File: src/design/packet_frame_encoder_unit_assert.svh
// Assertion macros shared by the framer modules. Each macro expects clk and rst_n in scope.
`ifndef PACKET_FRAME_ENCODER_UNIT_ASSERT_SVH
`define PACKET_FRAME_ENCODER_UNIT_ASSERT_SVH

// The consequent must hold in the same cycle as the antecedent.
`define PEF_ASSERT_SAME(lbl, ante, cons) \
  lbl: assert property (@(posedge clk) disable iff (!rst_n) (ante) |-> (cons)) \
    else $error("framer assertion failed");

// The consequent must hold in the cycle after the antecedent.
`define PEF_ASSERT_NEXT(lbl, ante, cons) \
  lbl: assert property (@(posedge clk) disable iff (!rst_n) (ante) |=> (cons)) \
    else $error("framer assertion failed");

`endif

File: src/design/pef_pkg.sv
`default_nettype none

package pef_pkg;

  typedef struct packed {
    logic [1:0]  ack_kind;
    logic [7:0]  command;
    logic [2:0]  payload_size;
    logic [31:0] payload;
  } pef_in_t;

  typedef struct packed {
    logic [7:0] out_byte;
    logic       last_byte;
  } pef_out_t;

  // Message kinds; the unused code is handled as a new command.
  localparam logic [1:0] KIND_NEW = 2'd0;
  localparam logic [1:0] KIND_ACK = 2'd1;
  localparam logic [1:0] KIND_NAK = 2'd2;

  // Configuration register indexes.
  localparam logic [2:0] REG_START  = 3'd0;
  localparam logic [2:0] REG_END    = 3'd1;
  localparam logic [2:0] REG_ESCAPE = 3'd2;
  localparam logic [2:0] REG_ACK    = 3'd3;
  localparam logic [2:0] REG_NAK    = 3'd4;

  // Source of the next output word.
  localparam logic [2:0] SEL_START = 3'd0;
  localparam logic [2:0] SEL_CODE  = 3'd1;
  localparam logic [2:0] SEL_CMD   = 3'd2;
  localparam logic [2:0] SEL_ESC   = 3'd3;
  localparam logic [2:0] SEL_PAY   = 3'd4;
  localparam logic [2:0] SEL_CSUM  = 3'd5;
  localparam logic [2:0] SEL_END   = 3'd6;

  typedef struct packed {
    logic       load;
    logic       emit;
    logic       last;
    logic       advance;
    logic [2:0] sel;
  } pef_cmd_t;

  typedef struct packed {
    logic out_free;
    logic is_ack;
    logic cmd_is_nak;
    logic size_zero;
    logic idx_zero;
    logic pay_ctrl;
    logic csum_ctrl;
  } pef_stat_t;

endpackage

`default_nettype wire

File: src/design/pef_ctrl.sv
`default_nettype none
`include "packet_frame_encoder_unit_assert.svh"

module pef_ctrl import pef_pkg::*; (
  input  logic      clk,
  input  logic      rst_n,
  input  logic      in_valid,
  output logic      in_ready,
  input  pef_stat_t stat,
  output pef_cmd_t  cmd
);

  localparam logic [3:0] S_IDLE     = 4'd0;
  localparam logic [3:0] S_START    = 4'd1;
  localparam logic [3:0] S_CODE     = 4'd2;
  localparam logic [3:0] S_CMD      = 4'd3;
  localparam logic [3:0] S_PAY      = 4'd4;
  localparam logic [3:0] S_PAY_RAW  = 4'd5;
  localparam logic [3:0] S_CSUM     = 4'd6;
  localparam logic [3:0] S_CSUM_RAW = 4'd7;
  localparam logic [3:0] S_END      = 4'd8;

  logic [3:0] state_r, state_nxt;

  assign in_ready = (state_r == S_IDLE);

  always_comb begin
    cmd       = '0;
    state_nxt = state_r;
    unique case (state_r)
      S_IDLE: begin
        if (in_valid) begin
          cmd.load  = 1'b1;
          state_nxt = S_START;
        end
      end
      S_START: begin
        if (stat.out_free) begin
          cmd.emit  = 1'b1;
          cmd.sel   = SEL_START;
          state_nxt = stat.is_ack ? S_CODE : S_CMD;
        end
      end
      S_CODE: begin
        if (stat.out_free) begin
          cmd.emit  = 1'b1;
          cmd.sel   = SEL_CODE;
          state_nxt = stat.cmd_is_nak ? S_END : S_CMD;
        end
      end
      S_CMD: begin
        if (stat.out_free) begin
          cmd.emit  = 1'b1;
          cmd.sel   = SEL_CMD;
          state_nxt = (stat.is_ack || stat.size_zero) ? S_END : S_PAY;
        end
      end
      S_PAY: begin
        if (stat.out_free) begin
          cmd.emit = 1'b1;
          if (stat.pay_ctrl) begin
            cmd.sel   = SEL_ESC;
            state_nxt = S_PAY_RAW;
          end else begin
            cmd.sel     = SEL_PAY;
            cmd.advance = 1'b1;
            state_nxt   = stat.idx_zero ? S_CSUM : S_PAY;
          end
        end
      end
      S_PAY_RAW: begin
        if (stat.out_free) begin
          cmd.emit    = 1'b1;
          cmd.sel     = SEL_PAY;
          cmd.advance = 1'b1;
          state_nxt   = stat.idx_zero ? S_CSUM : S_PAY;
        end
      end
      S_CSUM: begin
        if (stat.out_free) begin
          cmd.emit = 1'b1;
          if (stat.csum_ctrl) begin
            cmd.sel   = SEL_ESC;
            state_nxt = S_CSUM_RAW;
          end else begin
            cmd.sel   = SEL_CSUM;
            state_nxt = S_END;
          end
        end
      end
      S_CSUM_RAW: begin
        if (stat.out_free) begin
          cmd.emit  = 1'b1;
          cmd.sel   = SEL_CSUM;
          state_nxt = S_END;
        end
      end
      S_END: begin
        if (stat.out_free) begin
          cmd.emit  = 1'b1;
          cmd.last  = 1'b1;
          cmd.sel   = SEL_END;
          state_nxt = S_IDLE;
        end
      end
      default: state_nxt = S_IDLE;
    endcase
  end

  always_ff @(posedge clk) begin
    if (!rst_n) begin
      state_r <= S_IDLE;
    end else begin
      state_r <= state_nxt;
    end
  end

  `PEF_ASSERT_NEXT(a_load_starts_frame, in_valid && in_ready, state_r == S_START)
  `PEF_ASSERT_SAME(a_emit_needs_room, cmd.emit, stat.out_free)
  `PEF_ASSERT_SAME(a_last_is_end, cmd.last, cmd.emit && (cmd.sel == SEL_END))
  `PEF_ASSERT_SAME(a_idle_silent, state_r == S_IDLE, !cmd.emit && !cmd.advance)

endmodule

`default_nettype wire

File: src/design/pef_dp.sv
`default_nettype none
`include "packet_frame_encoder_unit_assert.svh"

module pef_dp import pef_pkg::*; #(
  parameter int MAX_PAYLOAD_BYTES = 4
) (
  input  logic       clk,
  input  logic       rst_n,
  input  pef_in_t    in_data,
  output pef_out_t   out_data,
  output logic       out_valid,
  input  logic       out_ready,
  input  logic       cfg_we,
  input  logic [2:0] cfg_index,
  input  logic [7:0] cfg_data,
  input  pef_cmd_t   cmd,
  output pef_stat_t  stat
);

  localparam logic [3:0] MAX_W = 4'(MAX_PAYLOAD_BYTES);

  logic [7:0]  start_code_r, end_code_r, escape_code_r, ack_code_r, nak_code_r;
  logic        is_ack_r, is_nak_r, size_zero_r;
  logic [7:0]  cmd_r, sum_r;
  logic [2:0]  idx_r;
  logic [31:0] payload_r;
  logic [7:0]  out_byte_r;
  logic        out_last_r, out_valid_r;

  logic [2:0]  size_clamped;
  logic [7:0]  cur_byte, csum, emit_byte;

  // Payload sizes above the limit are clamped before the frame is built.
  assign size_clamped = ({1'b0, in_data.payload_size} > MAX_W) ? MAX_W[2:0]
                                                               : in_data.payload_size;

  // Indexes beyond the 32-bit payload field read as zero.
  assign cur_byte = idx_r[2] ? 8'h00 : payload_r[{idx_r[1:0], 3'b000} +: 8];
  assign csum     = 8'h00 - sum_r;

  assign stat.out_free   = !out_valid_r || out_ready;
  assign stat.is_ack     = is_ack_r;
  assign stat.cmd_is_nak = (cmd_r == nak_code_r);
  assign stat.size_zero  = size_zero_r;
  assign stat.idx_zero   = (idx_r == 3'd0);
  assign stat.pay_ctrl   = (cur_byte == start_code_r) || (cur_byte == end_code_r) ||
                           (cur_byte == escape_code_r);
  assign stat.csum_ctrl  = (csum == start_code_r) || (csum == end_code_r) ||
                           (csum == escape_code_r);

  always_comb begin
    unique case (cmd.sel)
      SEL_START: emit_byte = start_code_r;
      SEL_CODE:  emit_byte = is_nak_r ? nak_code_r : ack_code_r;
      SEL_CMD:   emit_byte = cmd_r;
      SEL_ESC:   emit_byte = escape_code_r;
      SEL_PAY:   emit_byte = cur_byte;
      SEL_CSUM:  emit_byte = csum;
      SEL_END:   emit_byte = end_code_r;
      default:   emit_byte = end_code_r;
    endcase
  end

  // Configuration registers.
  always_ff @(posedge clk) begin
    if (!rst_n) begin
      start_code_r  <= 8'd2;
      end_code_r    <= 8'd3;
      escape_code_r <= 8'd27;
      ack_code_r    <= 8'd6;
      nak_code_r    <= 8'd21;
    end else if (cfg_we) begin
      unique case (cfg_index)
        REG_START:  start_code_r  <= cfg_data;
        REG_END:    end_code_r    <= cfg_data;
        REG_ESCAPE: escape_code_r <= cfg_data;
        REG_ACK:    ack_code_r    <= cfg_data;
        REG_NAK:    nak_code_r    <= cfg_data;
        default:    ;
      endcase
    end
  end

  // Message capture, payload walk and running sum.
  always_ff @(posedge clk) begin
    if (cmd.load) begin
      is_ack_r    <= (in_data.ack_kind == KIND_ACK) || (in_data.ack_kind == KIND_NAK);
      is_nak_r    <= (in_data.ack_kind == KIND_NAK);
      cmd_r       <= in_data.command;
      payload_r   <= in_data.payload;
      size_zero_r <= (size_clamped == 3'd0);
      idx_r       <= size_clamped - 3'd1;
      sum_r       <= 8'h00;
    end else if (cmd.advance) begin
      idx_r <= idx_r - 3'd1;
      sum_r <= sum_r + cur_byte;
    end
  end

  // Output word register.
  always_ff @(posedge clk) begin
    if (!rst_n) begin
      out_valid_r <= 1'b0;
    end else if (cmd.emit) begin
      out_valid_r <= 1'b1;
    end else if (out_ready) begin
      out_valid_r <= 1'b0;
    end
  end

  always_ff @(posedge clk) begin
    if (cmd.emit) begin
      out_byte_r <= emit_byte;
      out_last_r <= cmd.last;
    end
  end

  assign out_valid          = out_valid_r;
  assign out_data.out_byte  = out_byte_r;
  assign out_data.last_byte = out_last_r;

  `PEF_ASSERT_NEXT(a_load_clears_sum, cmd.load, sum_r == 8'h00)

endmodule

`default_nettype wire

File: src/design/packet_frame_encoder_unit.sv
`default_nettype none

// Framer for one message per input word: emits start code, the ack or nak code and command
// (the command is left out when it equals the nak code), or the command, escaped payload bytes
// from the highest index down and an escaped checksum (both only for a non-empty payload), then
// the end code, flagged as last. One output word leaves per cycle while the output side is
// ready. The sequencer handles one message at a time and takes the next once the end
// code has been registered; the registered output word lets that last byte wait for the
// consumer meanwhile.

module packet_frame_encoder_unit import pef_pkg::*; #(
  parameter int MAX_PAYLOAD_BYTES = 4
) (
  input  logic       clk,
  input  logic       rst_n,
  input  logic       in_valid,
  output logic       in_ready,
  input  pef_in_t    in_data,
  output logic       out_valid,
  input  logic       out_ready,
  output pef_out_t   out_data,
  input  logic       cfg_we,
  input  logic [2:0] cfg_index,
  input  logic [7:0] cfg_data
);

  pef_cmd_t  cmd;
  pef_stat_t stat;

  pef_ctrl u_ctrl (
    .clk      (clk),
    .rst_n    (rst_n),
    .in_valid (in_valid),
    .in_ready (in_ready),
    .stat     (stat),
    .cmd      (cmd)
  );

  pef_dp #(
    .MAX_PAYLOAD_BYTES (MAX_PAYLOAD_BYTES)
  ) u_dp (
    .clk       (clk),
    .rst_n     (rst_n),
    .in_data   (in_data),
    .out_data  (out_data),
    .out_valid (out_valid),
    .out_ready (out_ready),
    .cfg_we    (cfg_we),
    .cfg_index (cfg_index),
    .cfg_data  (cfg_data),
    .cmd       (cmd),
    .stat      (stat)
  );

endmodule

`default_nettype wire

File: config.mk
export PLATFORM = sky130hd
export DESIGN_NAME = packet_frame_encoder_unit
export DESIGN_NICKNAME = d
export VERILOG_FILES = /design/src/design/pef_pkg.sv /design/src/design/pef_ctrl.sv /design/src/design/pef_dp.sv /design/src/design/packet_frame_encoder_unit.sv
export VERILOG_INCLUDE_DIRS = /design/src /design/src/design
export SDC_FILE = /design/constraint.sdc
export NUM_CORES = 1
export LEC_CHECK = 0
export ABC_CLOCK_PERIOD_IN_PS = 4450
export BUFFER_PORTS_ARGS = -buffer_cell sky130_fd_sc_hd__buf_2
export CAP_MARGIN = 20
export CORE_ASPECT_RATIO = 1.5
export CORE_UTILIZATION = 59
export DETAILED_ROUTE_END_ITERATION = 8
export MAX_ROUTING_LAYER = met4
export PLACE_DENSITY = 0.81
export SYNTH_ARGS = -nofsm -noshare
export SYNTH_HDL_FRONTEND = slang
export SYNTH_SLANG_ARGS = --single-unit
export TNS_END_PERCENT = 1
File: constraint.sdc
create_clock -name clk -period 4.45 [get_ports clk]
set_input_delay 0.2225 -clock clk [delete_from_list [all_inputs] [get_ports clk]]
set_output_delay 0.2225 -clock clk [all_outputs]
set_load 0.01 [all_outputs]
==> results.cfg, run 1 <==
[pwr]
p_int_mw = 2.15
p_sw_share_pct = 35.3
vdd_ir_drop_max_v = 0.000374
seqPwrFrac_pct = 42.5
p_per_area_mw_per_mm2 = 501
pwr-share-clk_pct = 24.8
p_comb_share_pct = 32.7
p_leak_nw = 2.54
p_sw_mw = 1.18

[global_route]
antenna_found_initial = 0
use_met2_pct = 51.9
grt_busiest_layer = met2
grt_max_degree = 52
met1_usage_pct = 36.9
grt-ovfl-total = 0
use_met3_pct = 2.52
grt_pass1_wl_um = 24300
grt_pass1_vias = 4784
track_usage_pct = 30.8

[setup_path]
crit_end = u_dp.out_byte_r[4]
r2r-start = u_dp.idx_r[0]
cp_cell_sequence = buf_4 > mux4_2 > and2_1 > a32o_1 > o211ai_1 > a31oi_2 > nor2_1 > a21boi_0 > o2111ai_1
reg2reg_setup_slack_ns = 0.56
rr_endpoint = u_dp.out_byte_r[4]
critPathTopFamily = compound AO/OA/AOI/OAI gates
required_ns = 4.64
startpoint_type = register
critPathBufInv = 1
reg2reg_depth = 9
crit_path_max_fanout = 12
path_depth = 9
crit_start = u_dp.idx_r[0]
slowest_delay_ns = 0.73
endpoint_kind = register
crit_arrival_ns = 4.07
slowest_stage = nor2_1
critPathKind = register to register

[synth]
netlist_instances = 598
synth_edf_count = 55
syn_nets = 670
ys.flop_type = edfxtp_1
synth_xor_area_share_pct = 10.7
ys_seq_area_share_pct = 45.7
ys_ff_latch = 108
syn_area_per_cell_um2 = 9.94
synth_adder_area_share_pct = 2.44
synth_top_family_by_area = simple AND/OR/NAND/NOR gates
synth-simple-area-share_pct = 18.1
async_reset_ff_share_pct = 0
ys_types = 66
synth_compound_area_share_pct = 14.6
syn_area_mm2 = 0.00594
synth.mux.area_fraction_pct = 5.22
ys.warnings.count = 0

[status]
violations = DRC
status = finished, violations left

[routing]
ant_nets = 0
drt_first_iter_violations = 495
via_count = 4840
drt-pass1-iter-count = 8
wl_um = 15000
drcViolationCount = 3
vias_per_cell = 6.26
wl_per_cell_um = 19.3

[placement]
dp_slack_ns = 0.678
port_buffers = 71
place_area_mm2 = 0.00634
dpl.hpwl_um = 11300
gp_congestion = 0.960

[timing]
rsz0062_at_grt = no
hold_viol_final = 0
finalSetupTns_ns = 0
finalSetupViolations = 0
layout_setup_ws_ns = 0.565
post-route-period-util_pct = 87.3
timing.fmax_mhz = 257
whs_ns = 0.0427
period_needed_ns = 3.89
tightestPinTransition_ns = 1.06
final_max_slew_viol_count = 0
clock_skew_ns = 0.0123
slew_headroom_pct = 28.9

[clock_tree]
cts_root_buffer = clkbuf_16
tritoncts = done
clkSlewWorstSetupHoldPaths_ns = 0.08
htree_levels = 3
post_cts_resized = 0
postCtsHoldBufs = 0
clk_latency_ns = 0.35
cts.path.max_buffers = 2
numClockSinks = 108
cts_setup_buffers = 0
cts_buffers = 9

[cells_and_area]
area_growth_pct = 11.9
diodes = 0
fin_area_mm2 = 0.00665
finalNetCount = 725
drive_above_1_share_pct = 17.3

[floorplan]
ios = 72
die-area_mm2 = 0.0105
dieWidth_um = 83.9
dieHeight_um = 125
start_util_pct = 61.0
coreArea_mm2 = 0.00974
row_count = 44

[hold_path]
worstHoldPathType = primary input to register

[job]
maxCapViolCount = 0
worst min-delay path by stage:
stage	from	end	slack [ns]	cells after the start
2_1_floorplan	in_data[35]	u_dp.cmd_r[0]	0.32	0
5_1_grt	in_data[14]	u_dp.payload_r[14]	0.04	1
6_report	in_data[30]	u_dp.payload_r[30]	0.04	1
3_5_place_dp	in_data[17]	u_dp.payload_r[17]	0.40	1
3_3_place_gp	in_data[40]	u_dp.cmd_r[5]	0.40	1
4_1_cts	in_data[30]	u_dp.payload_r[30]	0.04	1
registers in the layout (all words and copies together), names as in the netlist:
| register | flops |
|---|---|
| u_ctrl.state_r | 4 |
| u_dp.ack_code_r | 8 |
| u_dp.cmd_r | 8 |
| u_dp.end_code_r | 8 |
| u_dp.escape_code_r | 8 |
| u_dp.idx_r | 3 |
| u_dp.is_ack_r | 1 |
| u_dp.is_nak_r | 1 |
| u_dp.nak_code_r | 8 |
| u_dp.out_byte_r | 8 |
| u_dp.out_last_r | 1 |
| u_dp.out_valid | 1 |
| u_dp.payload_r | 32 |
| u_dp.size_zero_r | 1 |
| u_dp.start_code_r | 8 |
| u_dp.sum_r | 8 |
routing by layer:
| layer | share of wire [%] | vias up |
|---|---|---|
| li1 | - | 2284 |
| met4 | 4.1 | 0 |
| met5 | 0 | - |
| met1 | 40 | 2311 |
| met2 | 51 | 198 |
| met3 | 5.0 | 47 |
per-stage QoR:
stage	power (mW)	instances	util [%]
after floorplan	2.14	598	-
after global placement	2.46	757	65.1
after detailed placement	2.49	757	65.1
after CTS	3.32	773	68.2
after global routing	3.49	773	68.2
final	3.33	773	68.2
logic make-up (layout without fill, tap and decap cells):
kind of cell               Yosys count  count (layout)
and+or+nand+nor                    222             222
buffers and inverters               48             108
adders and majority gates           11              11
DFF                                108             108
muxes                               25              25
xor gates and xnor gates            66              66
AOI/OAI and AO/OA                  118             118
final cells by class:
class                           count  area (um2)
Inverter                           16        60.1
Multi-Input combinational cell    442        3030
Clock buffer                        9         225
Timing Repair Buffer               76         393
Fill cell                         761        3100
Sequential cell                   108        2710
Tap cell                          115         144
Clock inverter                      7        82.6
power groups by stage:
stage,logic [mW],registers [mW],clock network [mW]
3_3_place_gp,1.04,1.43,0
4_1_cts,1.08,1.41,0.832
6_report,1.09,1.42,0.826
2_1_floorplan,0.776,1.37,0
5_1_grt,1.19,1.43,0.866
3_5_place_dp,1.06,1.43,0
synth_stat cells (4+ instances only):
cell type  count  area, um2
a21boi_0      38        285
a21oi_1       16       80.1
a222oi_1       8       80.1
a22oi_1        4       30.0
and2_1         7       43.8
and3_1         4       25.0
buf_2          4       20.0
clkbuf_1      22       82.6
dfxtp_1       53       1060
edfxtp_1      55       1650
ha_1          10        125
inv_1         15       56.3
mux2_2         8       90.1
mux2i_1       13        130
mux4_2         4       90.1
nand2_1       99        372
nand2b_1       5       31.3
nand3_1       25        125
nand4_1       12       75.1
nor2_1        23       86.3
nor2b_1        6       37.5
nor3_1        10       50.1
nor3b_1        5       37.5
nor4_1        10       62.6
o2111ai_1      7       61.3
o21ai_0       12       60.1
o22ai_1        4       25.0
xnor2_1       35        307
xor2_1        27        236
cell usage in the layout, fill, tap and decap left out, types with 6 or more instances in the layout:
cell type and instances:
buf_2 71, mux2_2 8, and2_1 7, a21boi_0 38, ha_1 10, mux2i_1 13, nand2_1 99, nor2_1 23
nor2b_1 6, xor2_1 27, o2111ai_1 7, inv_1 15, a222oi_1 8, nand3_1 25, nand4_1 12, nor3_1 10
o21ai_0 12, xnor2_1 35, clkbuf_16 9, a21oi_1 16, edfxtp_1 55, nor4_1 10, dfxtp_1 53
No activity file was read; power rests on OpenSTA's default activity.
==> inputs of run 2 (changes only) <==
--- a/config.mk
+++ b/config.mk
@@ -9,12 +9,16 @@
 export ABC_CLOCK_PERIOD_IN_PS = 4450
 export BUFFER_PORTS_ARGS = -buffer_cell sky130_fd_sc_hd__buf_2
 export CAP_MARGIN = 20
+export CELL_PAD_IN_SITES_DETAIL_PLACEMENT = 0
+export CELL_PAD_IN_SITES_GLOBAL_PLACEMENT = 2
 export CORE_ASPECT_RATIO = 1.5
-export CORE_UTILIZATION = 59
+export CORE_MARGIN = 5
+export CORE_UTILIZATION = 38
 export DETAILED_ROUTE_END_ITERATION = 8
 export MAX_ROUTING_LAYER = met4
-export PLACE_DENSITY = 0.81
+export PLACE_DENSITY_LB_ADDON = 0.1
 export SYNTH_ARGS = -nofsm -noshare
 export SYNTH_HDL_FRONTEND = slang
+export SYNTH_HIERARCHICAL = 1
 export SYNTH_SLANG_ARGS = --single-unit
 export TNS_END_PERCENT = 1
==> run 2 against run 1 <==
The flow now finishes without violations; cell count rose by 24%; cell area is 14% higher; critical path depth grew 8; global-route usage fell by 9.8 points; routed wire length up 31%; setup slack worse by 0.27 ns; synthesized area grew 7.7%; sequential power increased by 3%; clock power about the same; largest cell class unchanged.
==> results.cfg, run 2 <==
[floorplan]
dieHeight_um = 169
start_util_pct = 38.3
coreArea_mm2 = 0.0167
row_count = 58
dieWidth_um = 116
die-area_mm2 = 0.0196
ios = 72

[pwr]
vdd_ir_drop_max_v = 0.000473
p_per_area_mw_per_mm2 = 538
finalPower_mw = 4.08
seqPwrFrac_pct = 35.9
p_sw_share_pct = 37.8
p_sw_mw = 1.54
p_comb_share_pct = 43.9
p_int_mw = 2.53
pwr-share-clk_pct = 20.2
p_leak_nw = 2.84

[hold_path]
holdPathEnd = u_dp/cmd_r[4]
min_from = in_data[39]
hold_depth = 1
worstHoldPathType = primary input to register

[cells_and_area]
regMostFlops = u_dp/payload_r
fill_cells = 1671
final_util_pct = 45.4
largest_register_ffs = 32
mostFrequentLayoutCell = nand2_1
layout_common_cells = nand2_1 (99), buf_2 (71), edfxtp_1 (55)
diodes = 0
fin_area_mm2 = 0.00757
drive_above_1_share_pct = 25.1
finalNetCount = 813
area_growth_pct = 18.4

[setup_path]
crit_arrival_ns = 4.26
endpoint_kind = register
rr_endpoint = u_dp/out_byte_r[4]
crit_path_max_fanout = 13
reg2reg_setup_slack_ns = 0.30
slowest_delay_ns = 0.66
slowest_stage = mux4_1
r2r-start = u_dp/idx_r[0]
required_ns = 4.55
critPathKind = register to register
cp_cell_sequence = buf_12 > mux4_1 > buf_4 > o21ai_0 > a22oi_1 > o21ai_0 > nand4_1 > o311ai_1 > buf_4 > a21oi_1 > nor2_1 > a21oi_1 > nor3_2 > buf_4 > buf_4 > o21ai_0 > mux4_2
crit_path_frequent_cell = buf_4
startpoint_type = register
reg2reg_depth = 17

[global_route]
grt-ovfl-total = 0
antenna_found_initial = 0
grt_pass1_wl_um = 29900
grt_max_degree = 53
track_usage_pct = 21.0
grt_pass1_vias = 5304

[placement]
place_area_mm2 = 0.00725
port_buffers = 71
gp_congestion = 0.918
dpl.hpwl_um = 15200

[routing]
wl_um = 19500
wl_per_cell_um = 20.4
via_count = 5163
ant_nets = 0
drt_first_iter_violations = 278
drcViolationCount = 0
vias_per_cell = 5.40
drt-pass1-iter-count = 5

[synth]
yosys-top-cells-area = edfxtp_1 (26%), dfxtp_1 (17%), nand2_1 (5.8%)
synth_edf_count = 55
ys.warnings.count = 6
async_reset_ff_share_pct = 0
ys_types = 73
yosysMostFrequentCell = nand2_1
syn_area_mm2 = 0.00640
netlist_instances = 646
syn_area_per_cell_um2 = 9.90
syn_nets = 718
synth_top_area_cell = edfxtp_1
ys.flop_type = edfxtp_1
ys_ff_latch = 108
ys_seq_area_share_pct = 42.4
synth_common_cells = nand2_1 (99), edfxtp_1 (55), dfxtp_1 (53), nor2_1 (40), xnor2_1 (38)
synth.top_cell.area_share_pct = 25.8

[timing]
hold_viol_final = 0
period_needed_ns = 4.15
rsz0062_at_grt = no
slew_headroom_pct = 44.9
post-route-period-util_pct = 93.3
final_max_slew_viol_count = 0
tightestPinTransition_ns = 0.827
clock_skew_ns = 0.00725
timing.fmax_mhz = 241
whs_ns = 0.0286
finalSetupViolations = 0
finalSetupTns_ns = 0

[clock_tree]
htree_levels = 3
tritoncts = done
cts.path.max_buffers = 2
numClockSinks = 108
clkSlewWorstSetupHoldPaths_ns = 0.08
cts_root_buffer = clkbuf_16
cts_buffers = 9
clk_latency_ns = 0.36
postCtsHoldBufs = 0

[status]
status = complete, no violations

[job]
maxCapViolCount = 0
==> run 2: changes by cell type after synthesis, moves of 7 or more <==
cell	previous run	this run
o21ai_0	12	22
mux4_2	4	12
a21boi_0	38	31
o2111ai_1	7	0
a222oi_1	8	0
nor4_1	10	3
inv_1	15	26
nor2_1	23	40
a211oi_1	2	9
xor2_1	27	8
==> run 2: worst max-delay path by stage <==
stage,endpoint,startpoint,slack (ns),cells after the start
4_1_cts,u_dp/out_byte_r[4],u_dp/idx_r[0],0.19,16
2_1_floorplan,u_dp/out_byte_r[6],u_dp/idx_r[0],0.47,16
3_5_place_dp,u_dp/out_byte_r[1],u_dp/sum_r[1],0.23,18
6_report,u_dp/out_byte_r[4],u_dp/idx_r[0],0.30,17
5_1_grt,u_dp/out_byte_r[4],u_dp/idx_r[0],0.06,17
3_3_place_gp,u_dp/out_byte_r[6],u_dp/idx_r[0],0.005,13
==> run 2: cell families (layout without fill, tap and decap cells) <==
| kind of cell | after synthesis | count (layout) | synth area share [%] |
|---|---|---|---|
| simple gates | 237 | 237 | 18.8 |
| compound gates | 128 | 128 | 13.9 |
| flops | 108 | 108 | 42.4 |
| buf+inv | 69 | 169 | 4.69 |
| xor+xnor | 52 | 52 | 8.41 |
| mux | 41 | 41 | 9.54 |
| fa+ha+maj | 11 | 11 | 2.27 |
==> run 2: worst max-delay path: cells and delay by family, from the launching register on <==
family	cells	cell delay, ns
AO/OA/AOI/OAI	7	0.99
flip-flops	1	0.41
multiplexers	2	1.15
buffers and inverters	5	0.94
AND/OR/NAND/NOR	3	0.40
==> run 2: what timing repair did <==
item,CTS,global route
endpoints found under the setup margin,0,4
gates resized for setup,0,3
buffers inserted,0,1
hold endpoints to repair,0,0
==> run 2: cell type report <==
cell class	count	area (um2)	share of cell area, %
flip-flops and latches	108	2710	35.8
well taps	210	263	3.47
repair buffers	126	781	10.3
inverters	27	101	1.34
clock inverters	7	78.8	1.04
clock buffers	9	225	2.97
multi-input cells	469	3410	45.0
==> run 2: power groups by stage <==
| stage | Combinational (mW) | Clock (mW) | Sequential, mW |
|---|---|---|---|
| 5_1_grt | 1.94 | 0.891 | 1.49 |
| 2_1_floorplan | 1.16 | 0 | 1.41 |
| 3_3_place_gp | 1.76 | 0 | 1.48 |
| 6_report | 1.79 | 0.823 | 1.46 |
| 3_5_place_dp | 1.79 | 0 | 1.49 |
| 4_1_cts | 1.79 | 0.847 | 1.47 |
==> run 2: per-stage QoR <==
step	setup slack (ns)	std cells
3_5_place_dp	0.227	939
3_3_place_gp	0.00454	938
6_report	0.297	956
4_1_cts	0.187	955
2_1_floorplan	0.469	646
5_1_grt	0.0577	956
==> run 2: routing by layer <==
layer  up-vias  part of all wire [%]  routed length [um]  global-route usage [%]
li1       2519                     -                   -                       -
met1      2498                    40                7720                    23.8
met2       113                    55               10700                    37.6
met3        33                   3.4                 665                    3.22
met4         0                   2.4                 471                    6.26
met5         -                     0                   0                       -
